File: src/rtl/cpq_pkg.sv
`timescale 1ns / 1ps
`default_nettype none
// ----------------------------------------------------------------------------
// cpq_pkg
// Shared constants, entry type and rank function for the notification
// priority queue.
// ----------------------------------------------------------------------------
package cpq_pkg;

    localparam int DEPTH        = 16;
    localparam int PAYLOAD_BITS = 16;
    localparam int IDX_W        = $clog2(DEPTH);
    localparam int CNT_W        = $clog2(DEPTH + 1);
    localparam int STAMP_W      = 32;

    localparam logic KIND_PUSH = 1'b0;
    localparam logic KIND_POP  = 1'b1;

    localparam logic [1:0] TYPE_OTHER   = 2'd0;
    localparam logic [1:0] TYPE_INSTANT = 2'd1;
    localparam logic [1:0] TYPE_SYSTEM  = 2'd2;

    localparam logic [1:0] STATUS_OK    = 2'd0;
    localparam logic [1:0] STATUS_EMPTY = 2'd1;
    localparam logic [1:0] STATUS_FULL  = 2'd2;

    localparam logic [2:0] RANK_OTHER          = 3'd1;
    localparam logic [2:0] RANK_SYSTEM         = 3'd2;
    localparam logic [2:0] RANK_INSTANT        = 3'd3;
    localparam logic [2:0] RANK_SERIOUS_SYSTEM = 3'd4;

    typedef struct packed {
        logic [1:0]              notif_type;
        logic                    serious;
        logic [STAMP_W-1:0]      stamp;
        logic [PAYLOAD_BITS-1:0] payload;
    } entry_t;

    function automatic logic [2:0] rank_of(input entry_t e);
        logic [2:0] r;
        r = RANK_OTHER;
        if (e.notif_type == TYPE_INSTANT)
        begin
            r = RANK_INSTANT;
        end
        else if (e.notif_type == TYPE_SYSTEM)
        begin
            r = e.serious ? RANK_SERIOUS_SYSTEM : RANK_SYSTEM;
        end
        return r;
    endfunction

endpackage
`default_nettype wire

File: src/rtl/class_priority_queue.sv
`timescale 1ns / 1ps
`default_nettype none
// ----------------------------------------------------------------------------
// class_priority_queue
// Bounded priority queue of notification entries with a linear-scan pop.
// ----------------------------------------------------------------------------
// Usage: drive kind and the entry fields with start high while busy is low;
// that edge is the input transfer. busy stays high until the operation ends.
// Each operation gives one result on status, out_* and occupancy, marked by
// done for exactly one cycle; the receiver takes it in that cycle and cannot
// stall it.
// A push to a full store or a pop from an empty store is rejected without a scan
// (done is high in the cycle right after the transfer, and the next transfer
// can be made at the edge that ends it). Otherwise the sequencer walks all
// DEPTH slots through the single comparator, reading the entry memory one
// slot a cycle with a registered read: the scan state issues the reads in
// turn, the compare stage judges each slot from the registered read data,
// and the finish state commits the operation and raises done. A new transfer
// can be made in the cycle done is high.
// A push claims the first free slot found by the scan; a pop returns the most
// urgent valid entry and ages the younger entries.
// Reset empties the store at once (valid bits and count cleared); memory
// contents are not cleared.
// ----------------------------------------------------------------------------
module class_priority_queue
    import cpq_pkg::*;
(
    input  logic                    clk,
    input  logic                    rst_n,
    input  logic                    start,
    output logic                    busy,
    input  logic                    kind,
    input  logic [1:0]              notif_type,
    input  logic                    serious,
    input  logic [STAMP_W-1:0]      stamp,
    input  logic [PAYLOAD_BITS-1:0] payload,
    output logic                    done,
    output logic [1:0]              status,
    output logic                    out_valid,
    output logic [1:0]              out_type,
    output logic                    out_serious,
    output logic [STAMP_W-1:0]      out_stamp,
    output logic [PAYLOAD_BITS-1:0] out_payload,
    output logic [CNT_W-1:0]        occupancy
);

    typedef enum logic [1:0] {
        ST_IDLE,
        ST_SCAN,
        ST_FINISH
    } state_t;

    localparam logic [IDX_W-1:0] LAST_IDX = IDX_W'(DEPTH - 1);
    localparam logic [CNT_W-1:0] FULL_CNT = CNT_W'(DEPTH);

    state_t                  state_reg;
    logic                    op_reg;
    entry_t                  in_entry_reg;
    logic [IDX_W-1:0]        addr_reg;
    logic                    issue_done_reg;
    logic                    cmp_valid_reg;
    logic [IDX_W-1:0]        cmp_idx_reg;
    logic                    found_reg;
    logic [IDX_W-1:0]        best_idx_reg;
    logic [IDX_W-1:0]        best_age_reg;
    entry_t                  best_reg;
    logic [CNT_W-1:0]        count_reg;
    logic [DEPTH-1:0]        valid_reg;
    logic [IDX_W-1:0]        order_reg [DEPTH];

    logic                    done_reg;
    logic [1:0]              status_reg;
    logic                    out_valid_reg;
    entry_t                  out_entry_reg;

    entry_t                  mem [DEPTH];
    entry_t                  rd_data_reg;

    logic                    accept;
    logic                    beats;
    logic                    cmp_slot_valid;
    logic [IDX_W-1:0]        cmp_age;
    logic                    mem_we;
    logic                    push_commit;
    logic                    pop_commit;

    assign busy           = state_reg != ST_IDLE;
    assign accept         = start && !busy;
    assign cmp_slot_valid = valid_reg[cmp_idx_reg];
    assign cmp_age        = order_reg[cmp_idx_reg];
    assign push_commit    = state_reg == ST_FINISH && op_reg == KIND_PUSH;
    assign pop_commit     = state_reg == ST_FINISH && op_reg == KIND_POP;
    assign mem_we         = push_commit;

    cpq_compare u_compare (
        .cand     (rd_data_reg),
        .cand_age (cmp_age),
        .best     (best_reg),
        .best_age (best_age_reg),
        .beats    (beats)
    );

    // entry memory, one read port swept by the scan address
    always_ff @(posedge clk)
    begin
        if (mem_we)
        begin
            mem[best_idx_reg] <= in_entry_reg;
        end
        rd_data_reg <= mem[addr_reg];
    end

    // valid bits and occupancy
    always_ff @(posedge clk or negedge rst_n)
    begin
        if (!rst_n)
        begin
            valid_reg <= '0;
            count_reg <= '0;
        end
        else if (push_commit)
        begin
            valid_reg[best_idx_reg] <= 1'b1;
            count_reg               <= count_reg + CNT_W'(1);
        end
        else if (pop_commit)
        begin
            valid_reg[best_idx_reg] <= 1'b0;
            count_reg               <= count_reg - CNT_W'(1);
        end
    end

    // insertion age, dense among stored entries
    always_ff @(posedge clk)
    begin
        for (int i = 0; i < DEPTH; i++)
        begin
            if (push_commit && best_idx_reg == IDX_W'(i))
            begin
                order_reg[i] <= count_reg[IDX_W-1:0];
            end
            else if (pop_commit && valid_reg[i] && order_reg[i] > best_age_reg)
            begin
                order_reg[i] <= order_reg[i] - IDX_W'(1);
            end
        end
    end

    always_ff @(posedge clk or negedge rst_n)
    begin
        if (!rst_n)
        begin
            state_reg      <= ST_IDLE;
            op_reg         <= KIND_PUSH;
            in_entry_reg   <= '0;
            addr_reg       <= '0;
            issue_done_reg <= 1'b0;
            cmp_valid_reg  <= 1'b0;
            cmp_idx_reg    <= '0;
            found_reg      <= 1'b0;
            best_idx_reg   <= '0;
            best_age_reg   <= '0;
            best_reg       <= '0;
            done_reg       <= 1'b0;
            status_reg     <= STATUS_OK;
            out_valid_reg  <= 1'b0;
            out_entry_reg  <= '0;
        end
        else
        begin
            done_reg <= 1'b0;
            unique case (state_reg)
                ST_IDLE:
                begin
                    if (accept)
                    begin
                        op_reg                  <= kind;
                        in_entry_reg.notif_type <= notif_type;
                        in_entry_reg.serious    <= serious;
                        in_entry_reg.stamp      <= stamp;
                        in_entry_reg.payload    <= payload;
                        addr_reg                <= '0;
                        issue_done_reg          <= 1'b0;
                        cmp_valid_reg           <= 1'b0;
                        found_reg               <= 1'b0;
                        if (kind == KIND_PUSH && count_reg == FULL_CNT)
                        begin
                            done_reg      <= 1'b1;
                            status_reg    <= STATUS_FULL;
                            out_valid_reg <= 1'b0;
                            out_entry_reg <= '0;
                        end
                        else if (kind == KIND_POP && count_reg == '0)
                        begin
                            done_reg      <= 1'b1;
                            status_reg    <= STATUS_EMPTY;
                            out_valid_reg <= 1'b0;
                            out_entry_reg <= '0;
                        end
                        else
                        begin
                            state_reg <= ST_SCAN;
                        end
                    end
                end
                ST_SCAN:
                begin
                    // read issue, one slot a cycle
                    cmp_valid_reg <= !issue_done_reg;
                    cmp_idx_reg   <= addr_reg;
                    if (!issue_done_reg)
                    begin
                        if (addr_reg == LAST_IDX)
                        begin
                            issue_done_reg <= 1'b1;
                        end
                        else
                        begin
                            addr_reg <= addr_reg + IDX_W'(1);
                        end
                    end
                    // compare stage, in the cycle after the read is issued
                    if (cmp_valid_reg)
                    begin
                        if (op_reg == KIND_POP)
                        begin
                            if (cmp_slot_valid && (!found_reg || beats))
                            begin
                                found_reg    <= 1'b1;
                                best_idx_reg <= cmp_idx_reg;
                                best_age_reg <= cmp_age;
                                best_reg     <= rd_data_reg;
                            end
                        end
                        else if (!cmp_slot_valid && !found_reg)
                        begin
                            found_reg    <= 1'b1;
                            best_idx_reg <= cmp_idx_reg;
                        end
                        if (cmp_idx_reg == LAST_IDX)
                        begin
                            state_reg <= ST_FINISH;
                        end
                    end
                end
                ST_FINISH:
                begin
                    done_reg   <= 1'b1;
                    status_reg <= STATUS_OK;
                    if (op_reg == KIND_POP)
                    begin
                        out_valid_reg <= 1'b1;
                        out_entry_reg <= best_reg;
                    end
                    else
                    begin
                        out_valid_reg <= 1'b0;
                        out_entry_reg <= '0;
                    end
                    state_reg <= ST_IDLE;
                end
                default:
                begin
                    state_reg <= ST_IDLE;
                end
            endcase
        end
    end

    assign done        = done_reg;
    assign status      = status_reg;
    assign out_valid   = out_valid_reg;
    assign out_type    = out_entry_reg.notif_type;
    assign out_serious = out_entry_reg.serious;
    assign out_stamp   = out_entry_reg.stamp;
    assign out_payload = out_entry_reg.payload;
    assign occupancy   = count_reg;

    occupancy_matches_valid: assert property (@(posedge clk) disable iff (!rst_n)
        count_reg == CNT_W'($countones(valid_reg)))
        else $error("occupancy count out of step with valid bits");

    result_only_when_idle: assert property (@(posedge clk) disable iff (!rst_n)
        done_reg |-> state_reg == ST_IDLE)
        else $error("result strobe while sequencer busy");

    popped_entry_ok_status: assert property (@(posedge clk) disable iff (!rst_n)
        (done_reg && out_valid_reg) |-> status_reg == STATUS_OK)
        else $error("popped entry with error status");

    full_push_rejected: assert property (@(posedge clk) disable iff (!rst_n)
        (accept && kind == KIND_PUSH && count_reg == FULL_CNT)
        |=> (done_reg && status_reg == STATUS_FULL))
        else $error("push to full store not rejected");

    scan_finds_slot: assert property (@(posedge clk) disable iff (!rst_n)
        (state_reg == ST_FINISH) |-> found_reg)
        else $error("scan ended without a slot");

endmodule
`default_nettype wire

File: src/rtl/cpq_compare.sv
`timescale 1ns / 1ps
`default_nettype none
// ----------------------------------------------------------------------------
// cpq_compare
// Shared urgency comparator: rank, then stamp, then insertion age.
// ----------------------------------------------------------------------------
module cpq_compare
    import cpq_pkg::*;
(
    input  entry_t           cand,
    input  logic [IDX_W-1:0] cand_age,
    input  entry_t           best,
    input  logic [IDX_W-1:0] best_age,
    output logic             beats
);

    logic [2:0] cand_rank;
    logic [2:0] best_rank;

    assign cand_rank = rank_of(cand);
    assign best_rank = rank_of(best);

    always_comb
    begin
        if (cand_rank != best_rank)
        begin
            beats = cand_rank > best_rank;
        end
        else if (cand.stamp != best.stamp)
        begin
            beats = cand.stamp < best.stamp;
        end
        else
        begin
            beats = cand_age < best_age;
        end
    end

endmodule
`default_nettype wire
File: config.mk
export PLATFORM = sky130hd
export DESIGN_NAME = class_priority_queue
export DESIGN_NICKNAME = d
export VERILOG_FILES = /design/src/rtl/cpq_pkg.sv /design/src/rtl/class_priority_queue.sv /design/src/rtl/cpq_compare.sv
export SDC_FILE = /design/constraint.sdc
export NUM_CORES = 1
export LEC_CHECK = 0
export BUFFER_PORTS_ARGS = -buffer_cell sky130_fd_sc_hd__buf_2
export CELL_PAD_IN_SITES_DETAIL_PLACEMENT = 0
export CELL_PAD_IN_SITES_GLOBAL_PLACEMENT = 1
export CORE_MARGIN = 1
export CORE_UTILIZATION = 58
export CTS_BUF_LIST = sky130_fd_sc_hd__clkbuf_4 sky130_fd_sc_hd__clkbuf_8 sky130_fd_sc_hd__clkbuf_16
export CTS_CLUSTER_DIAMETER = 150
export CTS_CLUSTER_SIZE = 8
export DETAILED_ROUTE_END_ITERATION = 10
export GPL_TIMING_DRIVEN = 0
export PLACE_DENSITY_LB_ADDON = 0.1
export RECOVER_POWER = 100
export SYNTH_ARGS = -nofsm -noshare
export SYNTH_HDL_FRONTEND = slang
export SYNTH_HIERARCHICAL = 1
export SYNTH_SLANG_ARGS = --single-unit
File: constraint.sdc
create_clock -name clk -period 12.74 [get_ports clk]
set_clock_uncertainty 0.15 [all_clocks]
set_input_delay 1.274 -clock clk [delete_from_list [all_inputs] [get_ports clk]]
set_output_delay 1.274 -clock clk [all_outputs]
set_load 0.05 [all_outputs]
## After elaboration in Yosys (flattened, before gate mapping)

Memories as Yosys holds them, arrays and structs flattened. A register that Yosys moved wholly into a read port is not among the register bits.
Cells that the tools add are included.

| word-level totals | value |
|---|---|
| register bits | 200 |
| memory bits (writable) | 880 |
| input bits | 55 |
| output and inout port bits | 61 |
| word-level logic and storage cells | 359 |
| memories kept | 2 |

| cells by class | value |
|---|---|
| $add $sub $neg | 19 |
| magnitude comparators | 22 |
| equal/unequal tests | 37 |
| multiplexer cells | 155 |
| bitwise operators | 21 |
| reduce and logical (&&, ||, !) cells | 77 |

Memories:

| name | words | width | rd ports | clocked after memory_dff | write ports | RTL line | source |
|---|---|---|---|---|---|---|---|
| mem | 16 | 51 | 1 | 1 | 1 | class_priority_queue.sv:76 | `entry_t mem [DEPTH];` |
| order_reg | 16 | 4 | 17 | 0 | 16 | class_priority_queue.sv:69 | `logic [IDX_W-1:0] order_reg [DEPTH];` |

Operator list:

| cell | number |
|---|---|
| 51-bit 2-to-1 mux | 4 |
| 51-bit case mux with 2 select lines | 1 |
| 1-bit 2-to-1 mux | 100 |
| 4-bit 2-to-1 mux | 22 |
| 4-bit > comparator | 16 |
| 4-bit by 1-bit subtractor with 4-bit output, second input constant | 16 |
| 1-bit logical AND | 56 |
| 4-bit == test, second input constant | 10 |
| 32-bit less-than comparator | 1 |
| 16-bit 2-to-1 mux | 2 |
| 32-bit != test | 1 |
| 3-bit 2-to-1 mux | 6 |
| 16-bit AND | 1 |
| 4-bit by 3-bit == test with 1-bit output, second input constant | 4 |
| 2-bit 2-to-1 mux | 8 |
| 16-bit NOT | 1 |
| 1-bit bitwise OR | 16 |
| 16-bit bitwise OR | 1 |
| 2-bit != test, second input constant | 7 |
| 4-bit AND reduction | 3 |
| 4-bit by 5-bit less-than comparator with 1-bit output, second input constant | 2 |
| 5-bit 2-to-1 mux | 2 |
| 1-bit case mux with 2 select lines | 5 |
| 5-bit AND reduction | 2 |
| other kinds (27) | 44 |

## Longest topological paths before layout

| logic depth | value |
|---|---|
| depth after elaboration | 11 |
| gate-level depth with buffers | 16 |
| mapped depth without buffers | 14 |

## By module

Netlist, hierarchy kept.

Modules (own cells, without submodules):

| module | times used | cells an instance | area an instance (µm²) | sequential area each (µm²) |
|---|---|---|---|---|
| class_priority_queue | 1 | 2705 | 45549.9 | 32451.1 |
| cpq_compare | 1 | 146 | 1028.5 | 0.0 |

## Worst setup path after synthesis

Ideal clock, no wire load.

| timing path | value |
|---|---|
| kind | reg-to-reg |
| start point | reg state_reg[0] |
| end point | mem order_reg[8][0] (netlist name) (enable) |
| arrival | 3698 ps |
| data required time | 12279 ps |
| path slack | 8581 ps |
| stages on the path, launching flop included | 6 |
| period minus slack after synthesis | 4159 ps |
| cell sequence | dfrtp_1 -> nand2b_1 -> or3_1 -> clkbuf_1 -> nor2_1 -> or2_1 |

RTL lines:

| what | RTL line | source |
|---|---|---|
| start, declared | class_priority_queue.sv:56 | `state_t state_reg;` |
| start signal, assigned | class_priority_queue.sv:153 | `state_reg <= ST_IDLE;` |
| start signal, assigned | class_priority_queue.sv:202 | `state_reg <= ST_SCAN;` |
| start signal, assigned | class_priority_queue.sv:242 | `state_reg <= ST_FINISH;` |
| end, declared | class_priority_queue.sv:69 |  |

==> summary by stage <==
Run status
The flow ran to the end, but the final reports show violations. The final reports fail on max-capacitance violations, max-slew violations.

Die
The floorplan step defined a core boundary enclosing 0.0793 mm2. The width of the die is 285 um. The number of rows created at floorplan is 103. The die covers 0.0814 mm2.

The die is 285 um tall. The number of primary I/O pins is 116. The initial utilization of the core area, before any placement, comes to 58.8%.

Synth
The number of synthesized register bits is 1131. The per-instance average area after synthesis is 16.3 um2. After Yosys synthesis, full adders, half adders and majority gates account for 3.32% of the synthesized area. For this run, the leading register cell type out of synthesis is sky130_fd_sc_hd__edfxtp_1. Summing the areas of all compound-gate instances in the mapped netlist gives 6.23% of the synthesized area. The share of the yosys chip area belonging to registers is 69.7%. Sorting the synthesized cells by area gives the leading types as sky130_fd_sc_hd__edfxtp_1, sky130_fd_sc_hd__dfrtp_1, sky130_fd_sc_hd__mux4_2, sky130_fd_sc_hd__mux2i_1, sky130_fd_sc_hd__ha_1. Synthesis produced a netlist whose cell count is 2851. Counting every net in the synthesized netlist gives 3029.

Of the total synthesized cell area, the portion taken by AND, OR, NAND and NOR gates is 4.12%. The combinational family with the most area after synthesis is multiplexers. The synthesized netlist devotes 0.733% of its cell area to XOR and XNOR gates.

Of all cell types, the one taking the most synthesized area is sky130_fd_sc_hd__edfxtp_1. The synthesized netlist contains 53 unique library cells. The synthesized netlist occupies a cell area of 0.0466 mm2. The proportion of netlist area held by the largest area contributor is 56.7%.

During synthesis, Yosys emitted a total of 6 warnings. Yosys mapped a number of flops with a built-in enable equal to 880. Of all flip-flops after synthesis, the portion carrying an async set or reset was 17.7%. In the synthesized netlist, mux cells make up 13.9% of the area.

Worst setup path
Following the worst setup path forward leads to its endpoint at in_entry_reg[16]. The required time of the worst setup path is 11.75 ns. The family with the most delay on the worst path is buffers and inverters.

The highest net fanout along the worst path is 98. The count of buffering cells on the critical path with inverters included is 2. STA classifies the critical path startpoint as an input pin. The capture instance of the worst register-to-register path is best_reg[16]. The worst reg2reg path startpoint is cmp_idx_reg[0]. The worst-case register-to-register setup slack is 5.73 ns. The signal on the critical path passes through clkdlybuf4s25_1, clkbuf_1. For this design, the slowest cell found on the critical path is sky130_fd_sc_hd__clkbuf_1.

On the worst path, the slowest cell contributes a delay of 4.64 ns. The count of cells along the worst register-to-register path is 16. Data arrives at the worst endpoint at 6.33 ns.

The startpoint of the most critical setup path is rst_n. The worst setup path category is input pin to async pin. STA classifies the critical path endpoint as an async pin. In this run the number of cells on the critical path is 2.

STA
The slack of the critical path is 5.42 ns. The final worst-path cycle share is 57.5%. The post-route minimum period is 7.32 ns.

Setup repair after global routing left no endpoint under its margin. The relative slew slack is -351%. The final hold violation count is 0. Setup violations remaining at the end of the flow were counted as 0.

The transition time at the pin with the least slew margin is 6.77 ns. Static timing analysis puts the maximum clock frequency at 0.137 GHz. Across all hold checks on the routed design, the worst slack comes to 0.292 ns. The final max-slew violation count is 896.

The final sum of negative setup slack is 0 ns.

Placement
The worst slack at placement is 7.61 ns. The count of buffers from port buffering is 115. The placer congestion estimate is 0.832. The HPWL after detailed placement is 78.4 mm.

CTS
The cts-stage hold buffer count is 0. The clock net in this run drives a total of 1131 sinks. TritonCTS built the clock tree. The number of buffers created by CTS is 159.

After clock tree synthesis, the clock-pin slew on the worst setup and hold paths is 0.05 ns. The tree is rooted in a sky130_fd_sc_hd__clkbuf_16. Buffers added to address setup during post-CTS repair amount to 0.

The maximum clock insertion buffer count is 3. The clock tree synthesis step divided the H-tree into 4 levels. For the worst-skew pair, the clock arrives at the later sink with an insertion delay of 0.74 ns.

The number of gates resized after CTS was 0.

Power and ir drop
The total power density per cell area is 154 mW/mm2. The total power of the final layout is 0.00824 W. For this design the static power due to leakage is 18.2 nW. IR analysis of the VDD net gives a maximum drop of 0.133 mV.

Final layout
The final layout contains 3339 nets. The share of cells above drive strength 1 is 15.6%. Compared with the post-synthesis result, the final layout area differs by 14.7%.

The fill cell total of the finished layout is 5477. The count of antenna diodes in the layout is 0. The library cells used most frequently in the layout, excluding fill and tap cells, are sky130_fd_sc_hd__edfxtp_1, sky130_fd_sc_hd__nand2_1, sky130_fd_sc_hd__dfrtp_1, sky130_fd_sc_hd__mux2i_1, sky130_fd_sc_hd__clkbuf_1.

The library cell used most frequently in the layout, excluding fill and tap cells, is sky130_fd_sc_hd__edfxtp_1. The sequential standard cell area is 0.0325 mm2. The number of flip-flops in the largest register is 816. The combined area of the multi-input logic cells is 0.0130 mm2. Once layout is complete, the utilization of the core stands at 67.4%.

Detailed routing
The post-route antenna net violation count is 0. The detailed-routing iteration count for the pre-antenna-repair pass is 7. After the first detailed-routing iteration, the DRC count stood at 2734. The post-detailed-route via-to-cell ratio is 6.21.

The number of remaining DRC errors is 0. In the final routed layout, each cell accounts on average for 27.8 um. Wires add up to 121 mm. The overall via count from detail_route is 26990.

Run
The tool flagged a number of max-cap violations equal to 43.

GRT
The global routing stage identified its most utilized layer as met2. The maximum number of pins on one net before global-route repair is 104. The total routing usage reported by global routing is 30.2%. The number of antenna violations at the first check in global routing is 6.

The first global-routing pass estimated 177 mm of wire. The met3 demand-to-capacity share in global routing is 6.85%. The met2 demand-to-capacity share in global routing is 48.1%.

The number of global-route vias before repair is 27616. The routing usage on met1 is 41.8%. The global-route congestion overflow total is 0.

Hold path
The cell depth of the worst hold path is 1. The tightest min-delay check is of the flop to flop type.
report_power, final:
part           internal [W]  switching, W
sequential          0.00399     0.0000362
combinational     0.0000111     0.0000232
clock               0.00261       0.00156
total               0.00661       0.00162
stage by stage:
stage | instances | cell area, um2
2_1_floorplan | 2851 | 46600
3_3_place_gp | 4016 | 48500
3_5_place_dp | 4050 | 49300
4_1_cts | 4343 | 54500
5_1_grt | 4343 | 53400
6_report | 4343 | 53400
layer usage:
metal,part of all wire (%),wire length (um)
met4,2.7,3210
met5,0.022,26
met1,41,49100
met3,8.8,10600
met2,48,57600
cell usage after synthesis, types with 20 or more instances:
cell	count
sky130_fd_sc_hd__nand2_1	246
sky130_fd_sc_hd__dfrtp_1	200
sky130_fd_sc_hd__a22oi_1	51
sky130_fd_sc_hd__nand3_1	28
sky130_fd_sc_hd__buf_2	23
sky130_fd_sc_hd__edfxtp_1	880
sky130_fd_sc_hd__mux2_1	71
sky130_fd_sc_hd__o21ai_1	50
sky130_fd_sc_hd__nor2_1	32
sky130_fd_sc_hd__buf_1	30
sky130_fd_sc_hd__mux4_2	120
sky130_fd_sc_hd__clkbuf_1	77
sky130_fd_sc_hd__a22o_1	51
sky130_fd_sc_hd__nor3_1	26
sky130_fd_sc_hd__nor2b_1	26
sky130_fd_sc_hd__xor2_1	34
sky130_fd_sc_hd__a221oi_1	51
sky130_fd_sc_hd__mux2i_1	195
sky130_fd_sc_hd__mux2_4	50
sky130_fd_sc_hd__mux2_2	20
sky130_fd_sc_hd__inv_1	90
sky130_fd_sc_hd__ha_1	122
sky130_fd_sc_hd__a21oi_1	82
sky130_fd_sc_hd__nand4_1	23
sky130_fd_sc_hd__dfxtp_1	51
sky130_fd_sc_hd__o21ai_0	112
cells by family after synthesis:
logic type,Yosys count
compound gates,447
xor+xnor,39
fa+ha+maj,123
buf+inv,229
flops,1131
mux,458
simple gates,424
final cells by class:
| class | count | area share (%) |
|---|---|---|
| multi-input cells | 1491 | 24.3 |
| flip-flops and latches | 1131 | 60.7 |
| well taps | 1050 | 2.46 |
| clock buffers | 279 | 9.13 |
| clock inverters | 14 | 0.518 |
| inverters | 92 | 0.646 |
| plain buffers | 137 | 1.00 |
| repair buffers | 149 | 1.22 |
how the worst min path moves through the flow:
stage | start | to
finish | rd_data_reg[0] | best_reg[0]
global route | rd_data_reg[0] | best_reg[0]
CTS | rd_data_reg[8] | best_reg[8]
detailed placement | rd_data_reg[14] | best_reg[14]
global placement | rd_data_reg[7] | best_reg[7]
floorplan | rd_data_reg[15] | best_reg[15]
Note: power is estimated with default switching activity, not from simulation.
